### src/sv/gai_pkg.sv
// ----------------------------------------------------------------------------
// gai_pkg
// shared widths, constants, types and helpers of the gyro angle integrator
// ----------------------------------------------------------------------------
package gai_pkg;

   // fixed field widths
   localparam int SAMPLE_W = 16;
   localparam int ANGLE_W  = 17;
   localparam int SUM_W    = 24;
   localparam int RATE_W   = 11;
   localparam int PHASE_W  = 9;

   // lanes in the word, parameter defaults
   localparam int NUM_LANES       = 3;
   localparam int CAL_SAMPLES_DEF = 200;
   localparam int AXES_DEF        = 3;

   // heading wraps at 360 degrees in 1/200 degree units
   localparam int FULL_TURN = 72000;

   // divide by 100 via reciprocal: exact for inputs below 2**17
   localparam int RATE_DIV    = 100;
   localparam int RECIP_SHIFT = 24;
   localparam logic [17:0] RECIP100 = 18'(((2 ** RECIP_SHIFT) + RATE_DIV - 1) / RATE_DIV);

   // per-axis state entry held in the state memory
   typedef struct packed {
      logic signed [SUM_W-1:0]    bias_sum;
      logic signed [SAMPLE_W-1:0] axis_bias;
      logic [SAMPLE_W-1:0]        noise_level;
      logic signed [RATE_W-1:0]   last_rate;
      logic [ANGLE_W-1:0]         heading;
   } gai_entry_type;

   localparam int ENTRY_W = $bits(gai_entry_type);

   // calibration phase of one word
   typedef struct packed {
      logic in_bias;
      logic last_bias;
      logic in_noise;
      logic last_noise;
      logic cal;
   } gai_flags_type;

   // result word
   typedef struct packed {
      logic [ANGLE_W-1:0] angle_x;
      logic [ANGLE_W-1:0] angle_y;
      logic [ANGLE_W-1:0] angle_z;
      logic               calibrating;
   } gai_rsp_word_type;

   // unsigned magnitude divided by 100, truncated
   function automatic logic [RATE_W-1:0] div100(input logic [ANGLE_W-1:0] mag);
      logic [34:0] prod;
      prod = 35'(mag) * 35'(RECIP100);
      return prod[RECIP_SHIFT+RATE_W-1:RECIP_SHIFT];
   endfunction

endpackage

### src/sv/gai_req_if.sv
// ----------------------------------------------------------------------------
// gai_req_if
// sample channel: valid/ready with one x/y/z gyro word
// ----------------------------------------------------------------------------
interface gai_req_if;
   import gai_pkg::*;

   logic                       valid;
   logic                       ready;
   logic signed [SAMPLE_W-1:0] gyro_x;
   logic signed [SAMPLE_W-1:0] gyro_y;
   logic signed [SAMPLE_W-1:0] gyro_z;

   modport source (output valid, output gyro_x, output gyro_y, output gyro_z, input ready);
   modport sink   (input valid, input gyro_x, input gyro_y, input gyro_z, output ready);
endinterface

### src/sv/gai_rsp_if.sv
// ----------------------------------------------------------------------------
// gai_rsp_if
// result channel: valid/ready with one heading word
// ----------------------------------------------------------------------------
interface gai_rsp_if;
   import gai_pkg::*;

   logic               valid;
   logic               ready;
   logic [ANGLE_W-1:0] angle_x;
   logic [ANGLE_W-1:0] angle_y;
   logic [ANGLE_W-1:0] angle_z;
   logic               calibrating;

   modport source (output valid, output angle_x, output angle_y, output angle_z,
                   output calibrating, input ready);
   modport sink   (input valid, input angle_x, input angle_y, input angle_z,
                   input calibrating, output ready);
endinterface

### src/sv/gyro_angle_integrator_top.sv
// ----------------------------------------------------------------------------
// gyro_angle_integrator_top
// gyro bias/noise calibration and trapezoid rate integration per axis
// ----------------------------------------------------------------------------
// The first CAL_SAMPLES words set each axis bias, the next CAL_SAMPLES set
// the deadband, and later words integrate (sample - bias) / 100 into a heading
// in 1/200 degree units, wrapped into 0..71999. All per-axis state sits in one
// small ram, one entry per axis, and each axis is a read-modify-write through
// its read and write ports. The axes of a word are read in turn; a new word
// is accepted once all reads of the last word are issued and fewer than two
// words are outstanding. Each word's result goes into a two-word output queue
// from the last axis's modify stage, ready to leave next cycle. Entry valid
// bits stand in for clearing the ram, so the block is ready right after reset.
// ----------------------------------------------------------------------------
module gyro_angle_integrator_top #(
   parameter int CAL_SAMPLES = gai_pkg::CAL_SAMPLES_DEF,
   parameter int AXES        = gai_pkg::AXES_DEF
) (
   input logic       clock,
   input logic       reset,
   gai_req_if.sink   req_chan,
   gai_rsp_if.source rsp_chan
);
   import gai_pkg::*;

   localparam int AXIS_W = (AXES > 1) ? $clog2(AXES) : 1;
   localparam logic [32:0] BIAS_RECIP =
      33'(((64'd1 << 32) + 64'(CAL_SAMPLES) - 64'd1) / 64'(CAL_SAMPLES));
   localparam logic [PHASE_W-1:0] BIAS_END  = PHASE_W'(CAL_SAMPLES);
   localparam logic [PHASE_W-1:0] NOISE_END = PHASE_W'(2 * CAL_SAMPLES);
   localparam logic [AXIS_W-1:0]  LAST_AXIS = AXIS_W'(AXES - 1);

   // handshake and phase
   logic                       accept;
   logic                       take;
   logic [PHASE_W-1:0]         phase_ff, phase_in;
   gai_flags_type              acc_flags;
   gai_flags_type              item_flags_ff;
   logic signed [SAMPLE_W-1:0] req_s [NUM_LANES];
   logic signed [SAMPLE_W-1:0] sample_ff [NUM_LANES];

   // read sequencer
   logic                       rd_busy_ff, rd_busy_in;
   logic [AXIS_W-1:0]          rd_axis_ff, rd_axis_in;
   logic                       rd_issue;
   logic [AXIS_W-1:0]          rd_addr;
   gai_flags_type              rd_flags;
   logic signed [SAMPLE_W-1:0] rd_sample;
   logic                       rd_last;

   // modify stage
   logic                       b_valid_ff;
   logic [AXIS_W-1:0]          b_axis_ff;
   logic                       b_last_ff;
   gai_flags_type              b_flags_ff;
   logic signed [SAMPLE_W-1:0] b_sample_ff;
   logic                       b_entry_ok_ff;
   logic                       fwd_hit_ff;
   gai_entry_type              fwd_data_ff;
   logic [AXES-1:0]            ent_valid_ff;
   logic [ENTRY_W-1:0]         ram_rdata;
   gai_entry_type              entry_cur;
   gai_entry_type              entry_new;
   logic [ANGLE_W-1:0]         hold_ff [NUM_LANES];

   // output queue
   logic                       push;
   gai_rsp_word_type           push_word;
   gai_rsp_word_type           fifo_ff [2];
   logic                       wr_ptr_ff, rd_ptr_ff;
   logic [1:0]                 cnt_ff;
   logic [1:0]                 occ_ff;
   gai_rsp_word_type           out_word;

   assign req_s[0] = req_chan.gyro_x;
   assign req_s[1] = req_chan.gyro_y;
   assign req_s[2] = req_chan.gyro_z;

   // room for one more word in flight or queued
   assign take            = rsp_chan.valid && rsp_chan.ready;
   assign req_chan.ready  = !rd_busy_ff && ((occ_ff < 2'd2) || take);
   assign accept          = req_chan.valid && req_chan.ready;

   // phase of the word being accepted
   always_comb begin
      acc_flags.in_bias    = phase_ff < BIAS_END;
      acc_flags.last_bias  = phase_ff == BIAS_END - PHASE_W'(1);
      acc_flags.cal        = phase_ff < NOISE_END;
      acc_flags.in_noise   = !acc_flags.in_bias && acc_flags.cal;
      acc_flags.last_noise = phase_ff == NOISE_END - PHASE_W'(1);
      phase_in             = phase_ff;
      if (accept && acc_flags.cal) begin
         phase_in = phase_ff + PHASE_W'(1);
      end
   end

   // read issue: axis 0 on accept, then one axis per cycle
   always_comb begin
      rd_issue   = accept || rd_busy_ff;
      rd_addr    = rd_busy_ff ? rd_axis_ff : '0;
      rd_flags   = rd_busy_ff ? item_flags_ff : acc_flags;
      rd_sample  = rd_busy_ff ? sample_ff[rd_axis_ff] : req_s[0];
      rd_last    = rd_addr == LAST_AXIS;
      rd_busy_in = rd_busy_ff;
      rd_axis_in = rd_axis_ff;
      if (accept) begin
         rd_busy_in = AXES > 1;
         rd_axis_in = AXIS_W'(1);
      end else if (rd_busy_ff) begin
         if (rd_last) begin
            rd_busy_in = 1'b0;
         end else begin
            rd_axis_in = rd_axis_ff + AXIS_W'(1);
         end
      end
   end

   // control registers
   always_ff @(posedge clock) begin
      if (reset) begin
         phase_ff     <= '0;
         rd_busy_ff   <= 1'b0;
         rd_axis_ff   <= '0;
         b_valid_ff   <= 1'b0;
         fwd_hit_ff   <= 1'b0;
         ent_valid_ff <= '0;
      end else begin
         phase_ff   <= phase_in;
         rd_busy_ff <= rd_busy_in;
         rd_axis_ff <= rd_axis_in;
         b_valid_ff <= rd_issue;
         fwd_hit_ff <= b_valid_ff && rd_issue && (b_axis_ff == rd_addr);
         if (b_valid_ff) begin
            ent_valid_ff[b_axis_ff] <= 1'b1;
         end
      end
   end

   // word and stage payload
   always_ff @(posedge clock) begin
      if (accept) begin
         item_flags_ff <= acc_flags;
         for (int i = 0; i < NUM_LANES; i++) begin
            sample_ff[i] <= req_s[i];
         end
      end
      if (rd_issue) begin
         b_axis_ff     <= rd_addr;
         b_last_ff     <= rd_last;
         b_flags_ff    <= rd_flags;
         b_sample_ff   <= rd_sample;
         b_entry_ok_ff <= ent_valid_ff[rd_addr];
      end
      fwd_data_ff <= entry_new;
      if (b_valid_ff) begin
         hold_ff[b_axis_ff] <= entry_new.heading;
      end
   end

   // per-axis state memory
   gai_ram #(
      .WIDTH (ENTRY_W),
      .DEPTH (AXES)
   ) u_state_ram (
      .clock   (clock),
      .wr_en   (b_valid_ff),
      .wr_addr (b_axis_ff),
      .wr_data (entry_new),
      .rd_en   (rd_issue),
      .rd_addr (rd_addr),
      .rd_data (ram_rdata)
   );

   // entry seen by the modify stage: forwarded, stored or reset value
   always_comb begin
      if (fwd_hit_ff) begin
         entry_cur = fwd_data_ff;
      end else if (b_entry_ok_ff) begin
         entry_cur = gai_entry_type'(ram_rdata);
      end else begin
         entry_cur = '0;
      end
   end

   // modify: bias sum, noise peak or integration
   always_comb begin
      logic signed [SUM_W-1:0]    sum_new;
      logic [SUM_W-1:0]           sum_mag;
      logic [56:0]                bias_prod;
      logic [SAMPLE_W-1:0]        bias_q;
      logic signed [ANGLE_W-1:0]  diff;
      logic [ANGLE_W-1:0]         mag;
      logic [SAMPLE_W-1:0]        peak;
      logic [RATE_W-1:0]          peak_div;
      logic [RATE_W-1:0]          rate_mag;
      logic signed [RATE_W-1:0]   rate;
      logic signed [ANGLE_W-1:0]  rate_x;
      logic signed [ANGLE_W-1:0]  dead;
      logic signed [RATE_W:0]     step;
      logic signed [ANGLE_W:0]    hsum;
      logic                       clear;

      entry_new = entry_cur;

      sum_new   = entry_cur.bias_sum + SUM_W'(b_sample_ff);
      sum_mag   = sum_new[SUM_W-1] ? SUM_W'(-sum_new) : SUM_W'(sum_new);
      bias_prod = 57'(sum_mag) * 57'(BIAS_RECIP);
      bias_q    = bias_prod[32+SAMPLE_W-1:32];

      diff     = ANGLE_W'(b_sample_ff) - ANGLE_W'(entry_cur.axis_bias);
      mag      = diff[ANGLE_W-1] ? ANGLE_W'(-diff) : ANGLE_W'(diff);
      peak     = (mag[SAMPLE_W-1:0] > entry_cur.noise_level) ? mag[SAMPLE_W-1:0]
                                                             : entry_cur.noise_level;
      peak_div = div100({1'b0, peak});

      rate_mag = div100(mag);
      rate     = diff[ANGLE_W-1] ? -$signed(rate_mag) : $signed(rate_mag);
      rate_x   = ANGLE_W'(rate);
      dead     = $signed({1'b0, entry_cur.noise_level});
      clear    = (rate_x >= dead) || (rate_x <= -dead);
      step     = (RATE_W+1)'(entry_cur.last_rate) + (RATE_W+1)'(rate);
      hsum     = $signed({1'b0, entry_cur.heading});
      if (clear) begin
         hsum = hsum + (ANGLE_W+1)'(step);
      end
      if (hsum >= (ANGLE_W+1)'(FULL_TURN)) begin
         hsum = hsum - (ANGLE_W+1)'(FULL_TURN);
      end else if (hsum < 0) begin
         hsum = hsum + (ANGLE_W+1)'(FULL_TURN);
      end

      if (b_flags_ff.in_bias) begin
         entry_new.bias_sum = sum_new;
         if (b_flags_ff.last_bias) begin
            entry_new.axis_bias = sum_new[SUM_W-1] ? -$signed(bias_q) : $signed(bias_q);
         end
      end else if (b_flags_ff.in_noise) begin
         entry_new.noise_level = b_flags_ff.last_noise ? SAMPLE_W'(peak_div) : peak;
      end else begin
         entry_new.last_rate = rate;
         entry_new.heading   = hsum[ANGLE_W-1:0];
      end
   end

   // result word on the last axis
   always_comb begin
      logic [ANGLE_W-1:0] ang [NUM_LANES];
      for (int i = 0; i < NUM_LANES; i++) begin
         ang[i] = '0;
         if (i < AXES) begin
            ang[i] = (AXIS_W'(i) == b_axis_ff) ? entry_new.heading : hold_ff[i];
         end
      end
      push                  = b_valid_ff && b_last_ff;
      push_word.angle_x     = ang[0];
      push_word.angle_y     = ang[1];
      push_word.angle_z     = ang[2];
      push_word.calibrating = b_flags_ff.cal;
   end

   // two-word output queue and outstanding count
   always_ff @(posedge clock) begin
      if (reset) begin
         wr_ptr_ff <= 1'b0;
         rd_ptr_ff <= 1'b0;
         cnt_ff    <= '0;
         occ_ff    <= '0;
      end else begin
         if (push) begin
            wr_ptr_ff <= !wr_ptr_ff;
         end
         if (take) begin
            rd_ptr_ff <= !rd_ptr_ff;
         end
         cnt_ff <= cnt_ff + 2'(push) - 2'(take);
         occ_ff <= occ_ff + 2'(accept) - 2'(take);
      end
   end

   always_ff @(posedge clock) begin
      if (push) begin
         fifo_ff[wr_ptr_ff] <= push_word;
      end
   end

   assign out_word             = fifo_ff[rd_ptr_ff];
   assign rsp_chan.valid       = cnt_ff != 2'd0;
   assign rsp_chan.angle_x     = out_word.angle_x;
   assign rsp_chan.angle_y     = out_word.angle_y;
   assign rsp_chan.angle_z     = out_word.angle_z;
   assign rsp_chan.calibrating = out_word.calibrating;

   // checks
   a_no_overflow: assert property (@(posedge clock) disable iff (reset)
      !(push && (cnt_ff == 2'd2) && !take))
      else $error("output queue overflow");

   a_queue_in_occ: assert property (@(posedge clock) disable iff (reset)
      cnt_ff <= occ_ff)
      else $error("queued words exceed outstanding words");

   a_seq_start: assert property (@(posedge clock) disable iff (reset)
      (accept && (AXES > 1)) |=> rd_busy_ff)
      else $error("axis sequencer did not start");

   a_heading_range: assert property (@(posedge clock) disable iff (reset)
      b_valid_ff |-> (entry_new.heading < ANGLE_W'(FULL_TURN)))
      else $error("heading out of range");

endmodule

### src/sv/gai_ram.sv
// ----------------------------------------------------------------------------
// gai_ram
// generic single write port, single read port ram with registered read
// ----------------------------------------------------------------------------
module gai_ram #(
   parameter int WIDTH = 8,
   parameter int DEPTH = 4,
   localparam int ADDR_W = (DEPTH > 1) ? $clog2(DEPTH) : 1
) (
   input  logic              clock,
   input  logic              wr_en,
   input  logic [ADDR_W-1:0] wr_addr,
   input  logic [WIDTH-1:0]  wr_data,
   input  logic              rd_en,
   input  logic [ADDR_W-1:0] rd_addr,
   output logic [WIDTH-1:0]  rd_data
);

   logic [WIDTH-1:0] mem_ff [DEPTH];

   // write port
   always_ff @(posedge clock) begin
      if (wr_en) begin
         mem_ff[wr_addr] <= wr_data;
      end
   end

   // registered read port, old data on a same-address write
   always_ff @(posedge clock) begin
      if (rd_en) begin
         rd_data <= mem_ff[rd_addr];
      end
   end

endmodule
### src/flat_wrapper.sv
// flat-port wrapper written by rule: the top's interface ports become plain ports
module gyro_angle_integrator_top_flat import gai_pkg::*;
#(
   parameter int CAL_SAMPLES = gai_pkg::CAL_SAMPLES_DEF,
   parameter int AXES        = gai_pkg::AXES_DEF
)
  (clock, reset, req_chan_valid, req_chan_gyro_x, req_chan_gyro_y, req_chan_gyro_z, req_chan_ready, rsp_chan_valid, rsp_chan_angle_x, rsp_chan_angle_y, rsp_chan_angle_z, rsp_chan_calibrating, rsp_chan_ready);
  gai_req_if req_chan_i ();
  gai_rsp_if rsp_chan_i ();
  input logic clock;
  input logic reset;
  input wire logic [$bits(req_chan_i.valid)-1:0] req_chan_valid;
  input wire logic [$bits(req_chan_i.gyro_x)-1:0] req_chan_gyro_x;
  input wire logic [$bits(req_chan_i.gyro_y)-1:0] req_chan_gyro_y;
  input wire logic [$bits(req_chan_i.gyro_z)-1:0] req_chan_gyro_z;
  output wire logic [$bits(req_chan_i.ready)-1:0] req_chan_ready;
  output wire logic [$bits(rsp_chan_i.valid)-1:0] rsp_chan_valid;
  output wire logic [$bits(rsp_chan_i.angle_x)-1:0] rsp_chan_angle_x;
  output wire logic [$bits(rsp_chan_i.angle_y)-1:0] rsp_chan_angle_y;
  output wire logic [$bits(rsp_chan_i.angle_z)-1:0] rsp_chan_angle_z;
  output wire logic [$bits(rsp_chan_i.calibrating)-1:0] rsp_chan_calibrating;
  input wire logic [$bits(rsp_chan_i.ready)-1:0] rsp_chan_ready;
  assign req_chan_i.valid = req_chan_valid;
  assign req_chan_i.gyro_x = req_chan_gyro_x;
  assign req_chan_i.gyro_y = req_chan_gyro_y;
  assign req_chan_i.gyro_z = req_chan_gyro_z;
  assign req_chan_ready = req_chan_i.ready;
  assign rsp_chan_valid = rsp_chan_i.valid;
  assign rsp_chan_angle_x = rsp_chan_i.angle_x;
  assign rsp_chan_angle_y = rsp_chan_i.angle_y;
  assign rsp_chan_angle_z = rsp_chan_i.angle_z;
  assign rsp_chan_calibrating = rsp_chan_i.calibrating;
  assign rsp_chan_i.ready = rsp_chan_ready;
  gyro_angle_integrator_top #(.CAL_SAMPLES(CAL_SAMPLES), .AXES(AXES)) u_core (.clock(clock), .reset(reset), .req_chan(req_chan_i), .rsp_chan(rsp_chan_i));
endmodule
### config.mk
export PLATFORM = sky130hd
export DESIGN_NAME = gyro_angle_integrator_top_flat
export DESIGN_NICKNAME = d
export VERILOG_FILES = /design/src/sv/gai_pkg.sv /design/src/sv/gai_req_if.sv /design/src/sv/gai_rsp_if.sv /design/src/sv/gyro_angle_integrator_top.sv /design/src/sv/gai_ram.sv /design/src/flat_wrapper.sv
export SDC_FILE = /design/constraint.sdc
export NUM_CORES = 2
export LEC_CHECK = 0
export BUFFER_PORTS_ARGS = -buffer_cell sky130_fd_sc_hd__clkbuf_2
export CAP_MARGIN = 20
export CORE_MARGIN = 1
export CORE_UTILIZATION = 55
export DETAILED_ROUTE_END_ITERATION = 6
export PLACE_DENSITY = 0.74
export SLEW_MARGIN = 20
export SYNTH_ARGS = -nofsm -noshare
export SYNTH_HDL_FRONTEND = slang
export SYNTH_HIERARCHICAL = 1
export SYNTH_SLANG_ARGS = --single-unit
### constraint.sdc
create_clock -name clock -period 16.5 [get_ports clock]
set_input_delay 2.475 -clock clock [delete_from_list [all_inputs] [get_ports clock]]
set_output_delay 2.475 -clock clock [all_outputs]
set_load 0.02 [all_outputs]
==> run metrics <==
Synth Area in Compound Gates 0.0972; DRT antenna net count 0; clock skew 33.8 ps; number of global-route vias before repair 35985; worst stage delay on the critical path 540 ps; First-pass DRT Iterations 5; EDFF count, synth 569; Overall Global Routing Usage 0.257; diode count 0; hold-fix buffers at CTS 0; Slew headroom 0.282; Clock Latency Late Sink 650 ps; status finished clean; number of clock sinks 677; initial antenna violation count 0; clk buf depth 3; fill count 7506; GPL Wtd Cong 0.936; grt ovf 0; pre-CTS WS 93.9 ps; H-Tree Level Count 2; Worst Hold Endpoint u_core/fifo_ff[0][0]; post-DR vias/cell 5.71; die footprint 0.0967 mm^2; Ports 106; final wirelength 123000 um; crit path time final 15650 ps; IO buf count 105; Yosys reg bits 677; die width 311 um; NumNets Final 5914; pin count of the biggest net entering global routing 93; Critical Path Source Type flop; proportion of synthesized area in mux cells 0.0487; Area growth syn-to-layout 8.96%; Period Utilization, post-route 0.949; number of DRC markers in iteration 0 2597; most used flip-flop cell after synthesis edfxtp_1; critical path endpoint category flop; hold path depth 0; clock slew at reported path FFs 70 ps; Num CTS Buffers 60; CTS tree done; MaxCap Viol Count 0; Critical Path Most Common Cell o21a_1; Worst EP required 16850 ps; FF-to-FF End u_core/hold_ff[2][10]; core area 0.0939 mm^2; Initial Util 0.559; CP Max Fanout 8; unique cell type count in the Yosys netlist 100; Synth Area in XOR/XNOR 0.0308; Vias 34859; global-route wire length before repair 197000 um; drt wl/cell 20.1 um; Max Fclk 63.9 MHz; Synth Instances 4652; R2R Path Start u_core/b_entry_ok_ff; DRC errors left 0; DPL Wire Length 93700 um; post-synthesis area per instance 11.3 um^2; final setup fails 0; Worst Path Arrival 16000 ps; Final Hold Fails 0; Synth async-reset ratio 0; Die H 311 um; Worst Setup Slack, final 849 ps; R2R cell count 71; simple logic cell fraction of the synthesized area 0.0733; min-delay src u_core/b_flags_ff[0]; Final Slew Violations 0; setup TNS 0 ps; mapped cell area 0.0525 mm^2; ratio of cells with drive above 1 in the final layout 0.110; slew of the pin with the lowest slew margin 1070 ps; Synth Warn # 6; worst min path class reg2reg; row cnt 112; r2r setup slk 850 ps; root buffer cell clkbuf_16; post-synthesis sequential area ratio 0.367; CP max-delay cell fa_1; critical path type reg2reg; combinational family with the most area after synthesis adder cells; Post-Synth Adder-Cell Area 0.315; Synth Net Count 5762
-- routing by layer --
metal  GRT usage  vias to the layer above  share of wire
met5           0                        -              0
met4      0.0790                        0          0.031
met3      0.0249                      204          0.049
met2       0.439                      960           0.49
met1       0.346                    17361           0.43
li1            -                    16334              -
-- state kept, by name, summed over array words and instances (netlist names), 5 cells and up, named ones only --
signal	cells
u_core/item_flags_ff	5
u_core/sample_ff	48
u_core/hold_ff	51
u_core/b_sample_ff	16
u_core/u_state_ram/rd_data	84
u_core/u_state_ram/mem_ff	252
u_core/fifo_ff	104
u_core/phase_ff	9
u_core/fwd_data_ff	84
u_core/b_flags_ff	5
-- critical path, delay by kind of cell (launching register included) --
kind | cells | cell delay [ps]
flops | 1 | 410
buf+inv | 8 | 580
mux | 2 | 710
compound gates | 29 | 5020
fa+ha+maj | 15 | 5780
simple gates | 14 | 2150
xor+xnor | 3 | 690
-- synth_stat cells (all sizes together), types with 8 or more instances --
cell | n | area, um^2
fa | 431 | 8630
a21o | 77 | 578
xor2 | 67 | 587
nor2b | 25 | 156
nor4 | 16 | 100
and3 | 15 | 93.8
o21ai | 243 | 1220
clkbuf | 82 | 308
nor3 | 47 | 235
maj3 | 8 | 81.3
and3b | 13 | 114
or2 | 27 | 169
inv | 773 | 2900
mux2i | 135 | 1350
a22o | 39 | 342
a31oi | 19 | 119
or3 | 23 | 144
o21bai | 14 | 105
o21a | 31 | 234
nand2b | 19 | 119
a2111oi | 10 | 139
a22oi | 39 | 293
a211oi | 26 | 200
nand2 | 307 | 1150
buf | 45 | 357
dfxtp | 108 | 2160
and4 | 9 | 78.8
o211ai | 12 | 100
ha | 627 | 7850
edfxtp | 569 | 17100
a21oi | 153 | 769
nor2 | 184 | 701
a21boi | 12 | 90.1
o31ai | 20 | 155
nand4 | 32 | 200
o22ai | 9 | 62.6
nand3 | 42 | 210
mux2 | 107 | 1200
xnor2 | 114 | 1010
and2 | 23 | 144
-- area by class of cell --
| cell class | count | area (um^2) | area share |
|---|---|---|---|
| multi-input cells | 3075 | 30100 | 0.525 |
| inverters | 773 | 2910 | 0.0508 |
| well taps | 1254 | 1570 | 0.0274 |
| clock buffers | 89 | 1710 | 0.0299 |
| repair buffers | 217 | 1370 | 0.0239 |
| clock inverters | 24 | 338 | 0.00591 |
| flip-flops and latches | 677 | 19300 | 0.337 |
-- per-stage QoR --
step,utilization,instance area (um^2),std cells,hold slack [ps]
floorplan,-,52600,4652,421
global placement,0.583,54700,5976,455
detailed placement,0.583,54700,5976,470
CTS,0.605,56800,6089,484
global route,0.609,57200,6109,496
finish,0.609,57200,6109,475
-- cells by family (layout without fill, tap and decap cells) --
logic type | count (synthesis) | in the layout
adders and majority gates | 1066 | 1066
buffers and inverters | 900 | 1103
and+or+nand+nor | 807 | 807
AOI/OAI and AO/OA | 777 | 777
DFF | 677 | 677
muxes | 242 | 242
xor gates and xnor gates | 182 | 182
other | 1 | 1
-- cell usage in the layout (no fill, tap or decap), types with 9 or more instances in the layout --
| master | instances |
|---|---|
| nand2b_1 | 18 |
| or3_1 | 23 |
| and2_1 | 20 |
| a31oi_1 | 19 |
| fa_1 | 431 |
| a21boi_0 | 9 |
| a21oi_1 | 144 |
| mux2_2 | 104 |
| clkbuf_1 | 20 |
| a211oi_1 | 23 |
| dfxtp_1 | 106 |
| a22oi_1 | 39 |
| nor3_1 | 44 |
| a21o_1 | 77 |
| xnor2_1 | 108 |
| nand4_1 | 32 |
| ha_1 | 625 |
| clkbuf_2 | 105 |
| nor2b_1 | 24 |
| mux2i_1 | 133 |
| and3_1 | 14 |
| o21bai_1 | 14 |
| o21a_1 | 30 |
| o211ai_1 | 10 |
| or2_2 | 24 |
| o21ai_1 | 88 |
| buf_4 | 112 |
| nand2_1 | 305 |
| nand3_1 | 40 |
| inv_1 | 768 |
| o21ai_0 | 148 |
| xor2_1 | 61 |
| nor4_1 | 14 |
| edfxtp_1 | 569 |
| a22o_1 | 39 |
| and3b_1 | 11 |
| nor2_1 | 175 |
| clkbuf_16 | 61 |
| o31ai_1 | 16 |
-- how the worst max path moves through the flow --
stage | slack, ps | end | startpoint | cells past startpoint
finish | 850 | u_core/hold_ff[2][10] | u_core/b_entry_ok_ff | 71
detailed placement | 90 | u_core/hold_ff[0][15] | u_core/fwd_hit_ff | 67
CTS | 60 | u_core/u_state_ram/mem_ff[0][15] | u_core/b_entry_ok_ff | 69
global route | -20 | u_core/hold_ff[2][10] | u_core/fwd_hit_ff | 71
floorplan | 20 | u_core/fifo_ff[0][16] | u_core/fwd_hit_ff | 85
global placement | 410 | u_core/fifo_ff[0][16] | u_core/b_entry_ok_ff | 69
-- what timing repair did --
item,4_1_cts,5_1_grt
gates resized for setup,0,61
setup endpoints to repair,0,143
setup buffers,0,20
Power is not shown: default switching activity piles up to over one toggle a cycle in this logic, so the estimate is an artifact.
